## config.mk

```make
export PLATFORM = sky130hd
export DESIGN_NAME = telnet_option_refusal_filter
export DESIGN_NICKNAME = d
export VERILOG_FILES = /design/src/rtl/core/torf_pkg.sv /design/src/rtl/core/torf_decode.sv /design/src/rtl/core/telnet_option_refusal_filter.sv
export SDC_FILE = /design/constraint.sdc
export NUM_CORES = 1
export LEC_CHECK = 0
export BUFFER_PORTS_ARGS = -buffer_cell sky130_fd_sc_hd__buf_2
export CAP_MARGIN = 40
export CORE_MARGIN = 4
export CORE_UTILIZATION = 35
export CTS_CLUSTER_DIAMETER = 120
export DETAILED_ROUTE_END_ITERATION = 16
export MAX_ROUTING_LAYER = met4
export PLACE_DENSITY_LB_ADDON = 0.3
export SYNTH_ARGS = -nofsm -noshare
export SYNTH_HDL_FRONTEND = slang
export SYNTH_HIERARCHICAL = 1
export SYNTH_SLANG_ARGS = --single-unit
```

## constraint.sdc

```tcl
create_clock -name clk_i -period 6.2 [get_ports clk_i]
set_input_delay 0.31 -clock clk_i [delete_from_list [all_inputs] [get_ports clk_i]]
set_output_delay 0.31 -clock clk_i [all_outputs]
set_load 0.1 [all_outputs]
```

## src/rtl/core/torf_pkg.sv

```systemverilog
// torf_pkg: shared types and byte codes for the telnet option refusal filter
// used by torf_decode and telnet_option_refusal_filter; no dependencies
package torf_pkg;

  localparam logic [7:0] BYTE_IAC  = 8'd255;
  localparam logic [7:0] BYTE_DONT = 8'd254;
  localparam logic [7:0] BYTE_DO   = 8'd253;
  localparam logic [7:0] BYTE_WONT = 8'd252;
  localparam logic [7:0] BYTE_WILL = 8'd251;
  localparam logic [7:0] BYTE_SB   = 8'd250;
  localparam logic [7:0] BYTE_SE   = 8'd240;
  localparam logic [7:0] BYTE_CR   = 8'd13;
  localparam logic [7:0] BYTE_LF   = 8'd10;

  localparam logic KIND_DATA  = 1'b0;
  localparam logic KIND_REPLY = 1'b1;

  localparam logic VERB_WONT = 1'b0;
  localparam logic VERB_DONT = 1'b1;

  localparam int unsigned OutTdataW = 24;

  typedef enum logic [2:0] {
    ST_DATA     = 3'd0,
    ST_AFTER_CR = 3'd1,
    ST_CMD      = 3'd2,
    ST_OPTION   = 3'd3,
    ST_SUBNEG   = 3'd4,
    ST_SUB_IAC  = 3'd5
  } parse_state_e;

  typedef struct packed {
    logic       kind;
    logic [7:0] data_byte;
    logic       reply_verb;
    logic [7:0] option_code;
  } torf_result_t;

endpackage

```

## src/rtl/core/torf_decode.sv

```systemverilog
// torf_decode: combinational parse step for one received byte
// depends on torf_pkg
module torf_decode (
  input  torf_pkg::parse_state_e state_i,
  input  logic                   dont_i,
  input  logic [7:0]             byte_i,
  output torf_pkg::parse_state_e state_o,
  output logic                   dont_o,
  output logic                   res_valid_o,
  output torf_pkg::torf_result_t res_o
);
  import torf_pkg::*;

  always_comb begin
    state_o     = ST_DATA;
    dont_o      = dont_i;
    res_valid_o = 1'b0;
    res_o       = '0;
    case (state_i)
      ST_AFTER_CR: begin
        state_o = ST_DATA;
      end
      ST_CMD: begin
        if (byte_i == BYTE_DO || byte_i == BYTE_DONT) begin
          dont_o  = VERB_WONT;
          state_o = ST_OPTION;
        end else if (byte_i == BYTE_WILL || byte_i == BYTE_WONT) begin
          dont_o  = VERB_DONT;
          state_o = ST_OPTION;
        end else if (byte_i == BYTE_SB) begin
          state_o = ST_SUBNEG;
        end else begin
          state_o = ST_DATA;
        end
      end
      ST_OPTION: begin
        res_valid_o       = 1'b1;
        res_o.kind        = KIND_REPLY;
        res_o.reply_verb  = dont_i;
        res_o.option_code = byte_i;
        state_o           = ST_DATA;
      end
      ST_SUBNEG: begin
        state_o = (byte_i == BYTE_IAC) ? ST_SUB_IAC : ST_SUBNEG;
      end
      ST_SUB_IAC: begin
        state_o = (byte_i == BYTE_SE) ? ST_DATA : ST_SUBNEG;
      end
      default: begin
        if (byte_i == BYTE_IAC) begin
          state_o = ST_CMD;
        end else if (byte_i == BYTE_CR) begin
          state_o         = ST_AFTER_CR;
          res_valid_o     = 1'b1;
          res_o.kind      = KIND_DATA;
          res_o.data_byte = BYTE_LF;
        end else begin
          state_o         = ST_DATA;
          res_valid_o     = 1'b1;
          res_o.kind      = KIND_DATA;
          res_o.data_byte = byte_i;
        end
      end
    endcase
  end

endmodule

```

## src/rtl/core/telnet_option_refusal_filter.sv

```systemverilog
// telnet_option_refusal_filter: top level, input register, parse step, result register
// depends on torf_pkg and torf_decode
//
// usage:
//   s_axis carries one byte from the telnet peer per beat in tdata[7:0].
//   m_axis carries zero or one result per input byte. tuser is the kind:
//   0 = data byte for the shell, 1 = refusal reply for the peer.
//   a reply means send IAC WONT (reply_verb 0) or IAC DONT (reply_verb 1)
//   followed by option_code.
//   a byte accepted into the input register passes the parse step into the
//   result register and on to m_axis once the output side is free.
//   throughput: one byte per cycle while the receiver is ready, set by the
//   combinational parse step between the input register and the result register.
//   a command split over any number of beats is parsed across them.
//   reset puts the parser in the normal data state with both registers empty.
//   when the receiver stalls the result holds in the result register and one
//   more byte is taken into the input register; then s_axis_tready_o drops.
module telnet_option_refusal_filter (
  input  logic        clk_i,
  input  logic        rst_ni,
  input  logic        s_axis_tvalid_i,
  output logic        s_axis_tready_o,
  input  logic [7:0]  s_axis_tdata_i,   // rx_byte[7:0]
  output logic        m_axis_tvalid_o,
  input  logic        m_axis_tready_i,
  output logic [23:0] m_axis_tdata_o,   // data_byte[7:0], reply_verb[8], option_code[16:9]
  output logic        m_axis_tuser_o    // kind[0]
);
  import torf_pkg::*;

  logic         in_valid_q;
  logic [7:0]   in_byte_q;
  parse_state_e state_q, state_d;
  logic         dont_q, dont_d;
  logic         out_valid_q;
  torf_result_t out_q;
  logic         res_valid;
  torf_result_t res;
  logic         advance;
  logic         in_take;

  torf_decode u_decode (
    .state_i     (state_q),
    .dont_i      (dont_q),
    .byte_i      (in_byte_q),
    .state_o     (state_d),
    .dont_o      (dont_d),
    .res_valid_o (res_valid),
    .res_o       (res)
  );

  assign advance         = in_valid_q && (!out_valid_q || m_axis_tready_i);
  assign s_axis_tready_o = !in_valid_q || advance;
  assign in_take         = s_axis_tvalid_i && s_axis_tready_o;

  always_ff @(posedge clk_i or negedge rst_ni) begin
    if (!rst_ni) begin
      in_valid_q  <= 1'b0;
      state_q     <= ST_DATA;
      dont_q      <= 1'b0;
      out_valid_q <= 1'b0;
    end else begin
      if (in_take) begin
        in_valid_q <= 1'b1;
      end else if (advance) begin
        in_valid_q <= 1'b0;
      end
      if (advance) begin
        state_q <= state_d;
        dont_q  <= dont_d;
      end
      if (advance) begin
        out_valid_q <= res_valid;
      end else if (m_axis_tready_i) begin
        out_valid_q <= 1'b0;
      end
    end
  end

  always_ff @(posedge clk_i) begin
    if (in_take) begin
      in_byte_q <= s_axis_tdata_i;
    end
    if (advance && res_valid) begin
      out_q <= res;
    end
  end

  assign m_axis_tvalid_o = out_valid_q;
  assign m_axis_tuser_o  = out_q.kind;
  assign m_axis_tdata_o  = {7'd0, out_q.option_code, out_q.reply_verb, out_q.data_byte};

endmodule

```

Yosys cells after proc, flatten, opt, wreduce, memory -nomap -nowiden
Index checks and enable logic that the tools add are counted.
- register bits after elaboration: 32
- latch bits: 0
- memory bits (writable): 0
- bits in read-only memories: 0
- bits of input ports: 12
- output and inout bits: 27
- memories: 0
- add/subtract/negate cells: 0
- $mul: 0
- div/mod/pow operators: 0
- magnitude comparators: 0
- equal/unequal tests: 13
- shifts and indexed selects: 0
- muxes and demuxes: 18
- bitwise logic cells: 0
- reductions and logical operators: 17
- operator list (operator ; number):
    8-bit == test, second input constant ; 7
    3-bit two-way mux ; 5
    3-bit case mux with 4 select lines ; 1
    1-bit two-way mux ; 9
    8-bit by 4-bit == test with 1-bit output, second input constant ; 1
    8-bit two-way mux ; 1
    7-bit OR reduction ; 1
    3-bit by 2-bit == test with 1-bit output, second input constant ; 2
    3-bit == test, second input constant ; 2
    2-bit nonzero test ; 3
    6-bit OR reduction ; 1
    1-bit logical OR ; 4
    1-bit case mux with 2 select lines ; 2
    4-bit OR reduction ; 1
    3-bit by 1-bit == test with 1-bit output, second input constant ; 1
    1-bit logical AND ; 3
    3-bit AND reduction ; 1
    1-bit logical NOT ; 2
    2-bit OR reduction ; 1

Logic depth before layout (Yosys ltp)
Gate-level depths: netlist (run 1).
- depth in word-level cells: 6
- gate-level depth with buffers: 6
- gate-level depth less buffers: 5

Hierarchy
The synthesis (run 1) kept the hierarchy.
- by module, submodules not included (module ; instances ; cells an instance ; area each (um2)):
    telnet_option_refusal_filter ; 1 ; 53 ; 1107.3
    torf_decode ; 1 ; 51 ; 362.8

Worst setup path before layout (run 1)
Ideal clock, no wire load.
- path kind: register -> register
- from: reg out_valid_q (netlist: m_axis_tvalid_o)
- to: reg in_byte_q[0], enable pin
- library setup time: 0.280 ns
- data arrival time: 2.266 ns
- required time: 5.920 ns
- slack: 3.654 ns
- cell stages (with the launch flop): 4
- buffers on the path: 0
- cells stage by stage: dfrtp_1 > and2b_1 > nand2_1 > and2_1
- longest elaborated chain between the ends: 5
- RTL lines (element ; RTL line ; RTL):
    start, declared ; telnet_option_refusal_filter.sv:35 ; logic out_valid_q;
    start signal, assigned ; telnet_option_refusal_filter.sv:73 ; out_valid_q <= res_valid;
    1-bit logical NOT ; telnet_option_refusal_filter.sv:52 ; assign advance = in_valid_q && (!out_valid_q || m_axis_tready_i);
    1-bit logical OR ; telnet_option_refusal_filter.sv:52 ;
    1-bit logical AND ; telnet_option_refusal_filter.sv:52 ;
    1-bit logical OR ; telnet_option_refusal_filter.sv:53 ; assign s_axis_tready_o = !in_valid_q || advance;
    named net s_axis_tready_o ; telnet_option_refusal_filter.sv:22 ; output logic s_axis_tready_o,
    1-bit logical AND ; telnet_option_refusal_filter.sv:54 ; assign in_take = s_axis_tvalid_i && s_axis_tready_o;
    named net in_take ; telnet_option_refusal_filter.sv:40 ; logic in_take;
    end signal, assigned ; telnet_option_refusal_filter.sv:82 ; in_byte_q <= s_axis_tdata_i;
    end, declared ; telnet_option_refusal_filter.sv:32 ; logic [7:0] in_byte_q;
The timed path passes the listed nets, and every way through them passes these cells.
A chain may end at the register's enable or synchronous reset.

Worst setup path in the final report (run 1)
- from: reg in_byte_q[1]
- to: reg state_q[2]
- longest elaborated chain between the ends: 5
- elaborated cells between the ends (all ways): 13
- those cells by class: eq/ne (6); mux (5); reduce/logical (2)
- RTL lines (element ; RTL line ; RTL):
    8-bit == test (on tied branches) ; torf_decode.sv:30, torf_decode.sv:27 ;
    3-bit two-way mux / 1-bit logical OR (equally long branches) ; torf_decode.sv:30, torf_decode.sv:27 ;
    3-bit two-way mux ; torf_decode.sv:27 ; end else if (byte_i == BYTE_WILL || byte_i == BYTE_WONT) begin
    3-bit two-way mux ; torf_decode.sv:24 ; if (byte_i == BYTE_DO || byte_i == BYTE_DONT) begin
    3-bit case mux with 4 select lines * ; torf_decode.sv:19 ; case (state_i)
    named net state_d[2] ; telnet_option_refusal_filter.sv:33 ; parse_state_e state_q, state_d;
    end signal, assigned ; telnet_option_refusal_filter.sv:69 ; state_q <= state_d;
    end, declared ; telnet_option_refusal_filter.sv:33 ;
Mark *: on every way through the listed nets, which the timed path passes. The rest lies on a longest branch.

==> impl_results.md, run 1 <==
* Run status: completed
* Syn. warnings at 6
* Power Density at 302.3 mW/mm2
* DRC viols at 0
* Endpoint, Worst Hold: in_byte_q[2]$_DFFE_PP_
* Yosys reg bits at 32
* CP endpoint kind: flip-flop
* HP Class: in2reg
* Vias in the first global route at 844
* Synth area leaders: edfxtp_1 53%, dfrtp_1 10%, and2_1 6.4%, mux2_4 4.1%, buf_4 3.6%
* Initial Util at 0.3649
* Remaining global-route overflow at 0
* Synth Area in Compound Gates at 0.04596
* Pre-CTS WS at 4.356 ns
* Largest area contributor in the netlist: edfxtp_1
* Required time worst endpoint at 6.37 ns
* CP Launch Type: flip-flop
* DR pass1 iterations at 4
* Layout area overhead at 19.23%
* Hold Crit Depth at 1
* Drt total wl at 2467 um
* Fillers at 391
* Commonest non-fill, non-tap cells in the layout: 31 x buf_2, 26 x edfxtp_1, 15 x and2_1
* I/O pin cnt at 39
* XOR/XNOR Fraction of Synth Area at 0.005957
* Max Freq at 538.7 MHz
* RSZ-0062 raised after global routing: no
* Dpl hpwl at 1825 um
* Synthesized instance count at 104
* Endpoints failing setup at 0
* TritonCTS buffer count at 5
* Worst Skew at slightly below 0.006 ns
* CTS tree: built
* Core Area at 0.004029 mm2
* Setup TNS at 0 ns
* Port bufs at 31
* Worst Reg2Reg Path Length in Cells at 5
* WL per Instance at 12.78 um
* Die span in y at 72.81 um
* Final Max Slew Viols at 0
* Htree depth at 2
* Reg2Reg Launch Point: in_byte_q[1]$_DFFE_PP_
* Number of vias per cell at 4.601
* Worst Setup SP: in_byte_q[1]$_DFFE_PP_
* Area fraction in and, or, nand and nor cells after synthesis at 0.2298
* DR iter-0 viols at 60
* Post-CTS Hold Buffers at 1
* DIE AREA at 0.005301 mm2
* Tmin final at 1.856 ns
* Post-synthesis mux area share at 0.04085
* Largest family of logic cells by synthesized area: simple AND/OR/NAND/NOR gates
* Largest net degree at the start of global routing at 19
* MaxCap Viol Count at 0
* Leakage power at between 0.0007 and 0.0008 uW
* Fin. Hold Viols at 0
* First-pass GRT wire length at 4105 um
* Terminus of the critical flop-to-flop path: state_q[2]$_DFFE_PN0P_
* Synth cell types at 34
* R2R setup slack at 4.34 ns
* Nets@finish at 154
* Crit share post-route at 0.2994
* Post-route non-filler standard cell count at 193
* Post-Syn Area at 0.001470 mm2
* N_diodes at 0
* Post-CTS Setup Bufs at 0
* Total number of vias at 888
* Clk_lat worst skew at 0.28 ns
* Hold path start: s_axis_tdata_i[2]
* Arrival time of the worst setup path at 2.02 ns
* Commonest non-fill, non-tap cell in the layout: buf_2
* Layout cells sized above 1 at 0.3636
* RD Place Congestion at 0.8572
* Die width at around 73 um
* Register area share after synthesis at 0.6332
* Num Clock Sinks at 32
* Syn avg cell area at around 14 um2
* VDD IR-drop max at between 0.0001 and 0.00015 V
* Clk slew on worst S/H paths at 0.06 ns
* Synth Area in Adders at 0
* Crit Path Max Fanout at 7
* Initial antenna violation count at 0
* Setup ws final at 4.344 ns
* Placed Cells at 184
* Post-CTS sizing at 0
* Crit path kind: reg2reg
* Row cnt at 23
* Synth top area share at 0.5311
* Total track usage at 0.1069
* Antenna Nets Post-Route at 0
* Clock tree root buffer cell: clkbuf_8
* Clk buf depth at 2
==> stage by stage <==
stage               utilization  hold WS [ns]  total power [uW]  instance area [um2]
global placement         0.4121        0.1412             385.7                 1660
global route             0.4351        0.1858             551.8                 1753
finish                   0.4351        0.2003             529.9                 1753
floorplan                     -       0.01441             371.7                 1493
detailed placement       0.4121        0.1379             386.9                 1660
CTS                      0.4351        0.1930             535.5                 1753
==> synthesized netlist by cell type, drive strengths merged <==
library cell and number:
edfxtp 26, or4b 2, and2 15, o41ai 1, conb 1, o21ai 1
buf 7, mux2 4, nor2 7, inv 1, nor3 4, a32oi 1
nand3 1, and2b 1, nand4 1, o211ai 1, xnor2 1, a21bo 1
a31o 1, clkbuf 1, o21a 1, nand2b 2, nand2 10, nor4 3
a21oi 1, o22ai 1, dfrtp 6, nor3b 1, nor4b 1
==> final cells by class <==
class,count,area (um2),share of cell area
Inverter,1,3.754,0.002141
Clock buffer,5,68.82,0.03926
Tap cell,50,62.56,0.03569
Timing Repair Buffer,33,172.7,0.09850
Sequential cell,32,930.9,0.5310
Clock inverter,3,13.76,0.007852
Multi-Input combinational cell,69,500.5,0.2855
==> worst max-delay path, cell delays in order, from the launching register on <==
cell and delay [ns]:
edfxtp_1 0.50, or4b_1 0.59, nor3_2 0.14, nor3b_1 0.07, a31o_1 0.18, mux2_4 0.26
==> sequential cells by signal, summed over array words and instances (netlist names) <==
signal,count
m_axis_tuser_o,1
in_byte_q,8
state_q,3
m_axis_tdata_o,17
m_axis_tvalid_o,1
in_valid_q,1
dont_q,1
==> metal layers <==
metal | wire length (um) | up-vias | track usage
li1 | - | 445 | -
met1 | 1059 | 396 | 0.1302
met2 | 1147 | 43 | 0.1493
met3 | 215 | 4 | 0.03994
met4 | 45 | 0 | 0.06557
met5 | 0 | - | -
==> worst max path at each step <==
stage,end,slack (ns)
2_1_floorplan,in_byte_q[0]$_DFFE_PP_,3.65
3_3_place_gp,state_q[2]$_DFFE_PN0P_,4.42
3_5_place_dp,state_q[2]$_DFFE_PN0P_,4.36
4_1_cts,state_q[2]$_DFFE_PN0P_,4.35
5_1_grt,m_axis_tdata_o[3]$_DFFE_PP_,4.24
6_report,state_q[2]$_DFFE_PN0P_,4.34
==> kinds of logic after synthesis <==
| family | Yosys count |
|---|---|
| simple gates | 48 |
| flops | 32 |
| compound gates | 9 |
| buf+inv | 9 |
| mux | 4 |
| xor+xnor | 1 |
| other cells | 1 |
==> power by group <==
part | switching (uW) | total (uW) | internal [uW]
logic | 106 | 124 | 18.3
clock network | 72.0 | 148 | 75.9
registers | 9.06 | 258 | 249
(Power assumes the default switching activity.)
==> run 2, diff against run 1 <==
clock period = 1.72 ns   (was 6.2 ns; I/O delays follow)
==> run 2 against run 1 <==
  * Combinational power rose to 4.2 times the previous value
  * Routed wire length up 21%
  * Global-route usage up 2.0 points
  * Critical path type unchanged
  * Largest cell class unchanged
  * Power rose to 4.1 times the previous value
  * Worst setup slack worse by 4.3 ns
  * Clock skew about the same
  * Critical path depth up 1
==> impl_results.md, run 2 (synthesized netlist as in run 1, its figures left out) <==
* Placed instance area at ~0.0018 mm2
* Die span in y at 72.81 um
* Core Area at just over 0.004 mm2
* VDD IR-drop max at 0.0005739 V
* Endpoints failing setup at 0
* Drt total wl at 2974 um
* Routed metal-1 wirelength at between 1000 and 1500 um
* RSZ-0062 raised after global routing: yes
* Clock tree root buffer cell: clkbuf_8
* Initial Util at 0.3649
* CP Launch Type: flip-flop
* Fin util at 0.5239
* Number of vias per cell at roughly 4.5
* Arrival time of the worst setup path at 1.89 ns
* Required time worst endpoint at 1.90 ns
* WL per Instance at 13.10 um
* Total track usage at 0.1267
* Vias in the first global route at 1033
* Nets@finish at about 190
* DRC viols at 0
* Leakage power at 0.0009008 uW
* N_diodes at 0
* Hold WS at ~0.11 ns
* HP Class: in2reg
* Layout cells sized above 1 at 0.4689
* Layout area overhead at 43.57%
* Dpl hpwl at approximately 2100 um
* Power Density at about 1000 mW/mm2
* Row cnt at 23
* MaxCap Viol Count at 0
* Die width at 72.81 um
* Post-route cell area at 0.002111 mm2
* I/O pin cnt at 39
* Max Freq at ~580 MHz
* CTS tree: built
* Wire length on met3 at between 150 and 200 um
* Total number of vias at 1025
* Commonest non-fill, non-tap cell in the layout: buf_2
* DR iter-0 viols at 24
* Fin. Hold Viols at 0
* Crit path kind: reg2reg
* Remaining global-route overflow at 0
* Crit share post-route at 0.9960
* RD Place Congestion at 0.8556
* Crit Path Max Fanout at 5
* Commonest non-fill, non-tap cells in the layout: 31 x buf_2, 26 x edfxtp_1, 22 x buf_4
* Htree depth at 2
* Worst Skew at approximately 0.0055 ns
* CP endpoint kind: flip-flop
* DIE AREA at 0.005301 mm2
* DR pass1 iterations at 4
* Antenna Nets Post-Route at 0
* Final Max Slew Viols at 0
* Clk buf depth at 2
* Clk slew on worst S/H paths at 0.07 ns
* Largest register FFs at 17
* Fillers at 367
* Run status: completed
* Initial antenna violation count at 0
* Num Clock Sinks at 32
* Clk_lat worst skew at 0.29 ns
* Largest net degree at the start of global routing at 19
* First-pass GRT wire length at 4781 um
* Port bufs at 31
* WL met2 at between 1500 and 2000 um
* Uppermost routed layer: met4
* Tmin final at 1.713 ns
* TritonCTS buffer count at 5
[run 2: area by class of cell]
type	instances	area (um2)	share of cell area
well taps	50	62.56	0.02964
multi-input cells	69	524.3	0.2484
clock buffers	5	68.82	0.03260
repair buffers	67	474.2	0.2247
flip-flops and latches	32	934.6	0.4428
inverters	1	3.754	0.001778
clock inverters	3	42.54	0.02015
[run 2: worst paths after layout]
path	slack, ns	cells after the start	start	end
max	0.007	6	state_q[0]$_DFFE_PN0P_	state_q[2]$_DFFE_PN0P_
min	0.11	3	m_axis_tready_i	m_axis_tvalid_o$_DFFE_PN0P_
max reg2reg	0.007	6	state_q[0]$_DFFE_PN0P_	state_q[2]$_DFFE_PN0P_
min reg2reg	0.57	1	dont_q$_DFFE_PN0P_	dont_q$_DFFE_PN0P_
max in group asynchronous	1.40	2	rst_ni	m_axis_tvalid_o$_DFFE_PN0P_
min in group asynchronous	0.15	2	rst_ni	state_q[0]$_DFFE_PN0P_
[run 2: report_power, final]
part / switching, uW / total [uW] / internal [uW]
clock: 281 / 709 / 428
sequential: 23.4 / 922 / 898
combinational: 407 / 523 / 116
[run 2: timing repair]
action / in CTS / in global routing
endpoints found under the setup margin: 20 / 5
resized for setup: 0 / 4
hold buffers: 10 / 0
pin swaps: 3 / 4
setup buffers: 6 / 2
hold endpoints to repair: 15 / 0
gates cloned: 0 / 0
[run 2: critical path: stages, from the launching register on]
cell and delay [ns]:
dfrtp_1 0.38, buf_6 0.13, or4b_1 0.45, nor3_2 0.12, nor3b_1 0.07, a31o_1 0.19
mux2_4 0.26
[run 2: per-stage QoR]
step | setup TNS, ns | power [uW] | setup slack, ns | instances
4_1_cts | 0 | 2171 | 0.009152 | 225
2_1_floorplan | -0.2549 | 1348 | -0.03103 | 110
6_report | 0 | 2154 | 0.006860 | 227
3_3_place_gp | 0 | 1415 | 0.02372 | 201
3_5_place_dp | -0.9801 | 1421 | -0.05501 | 201
5_1_grt | -0.07858 | 2236 | -0.03960 | 227
[run 2: routing by layer]
layer	vias to the layer above	track usage
met3	7	0.04821
met5	-	-
li1	511	-
met2	32	0.1944
met4	0	0.07582
met1	475	0.1392
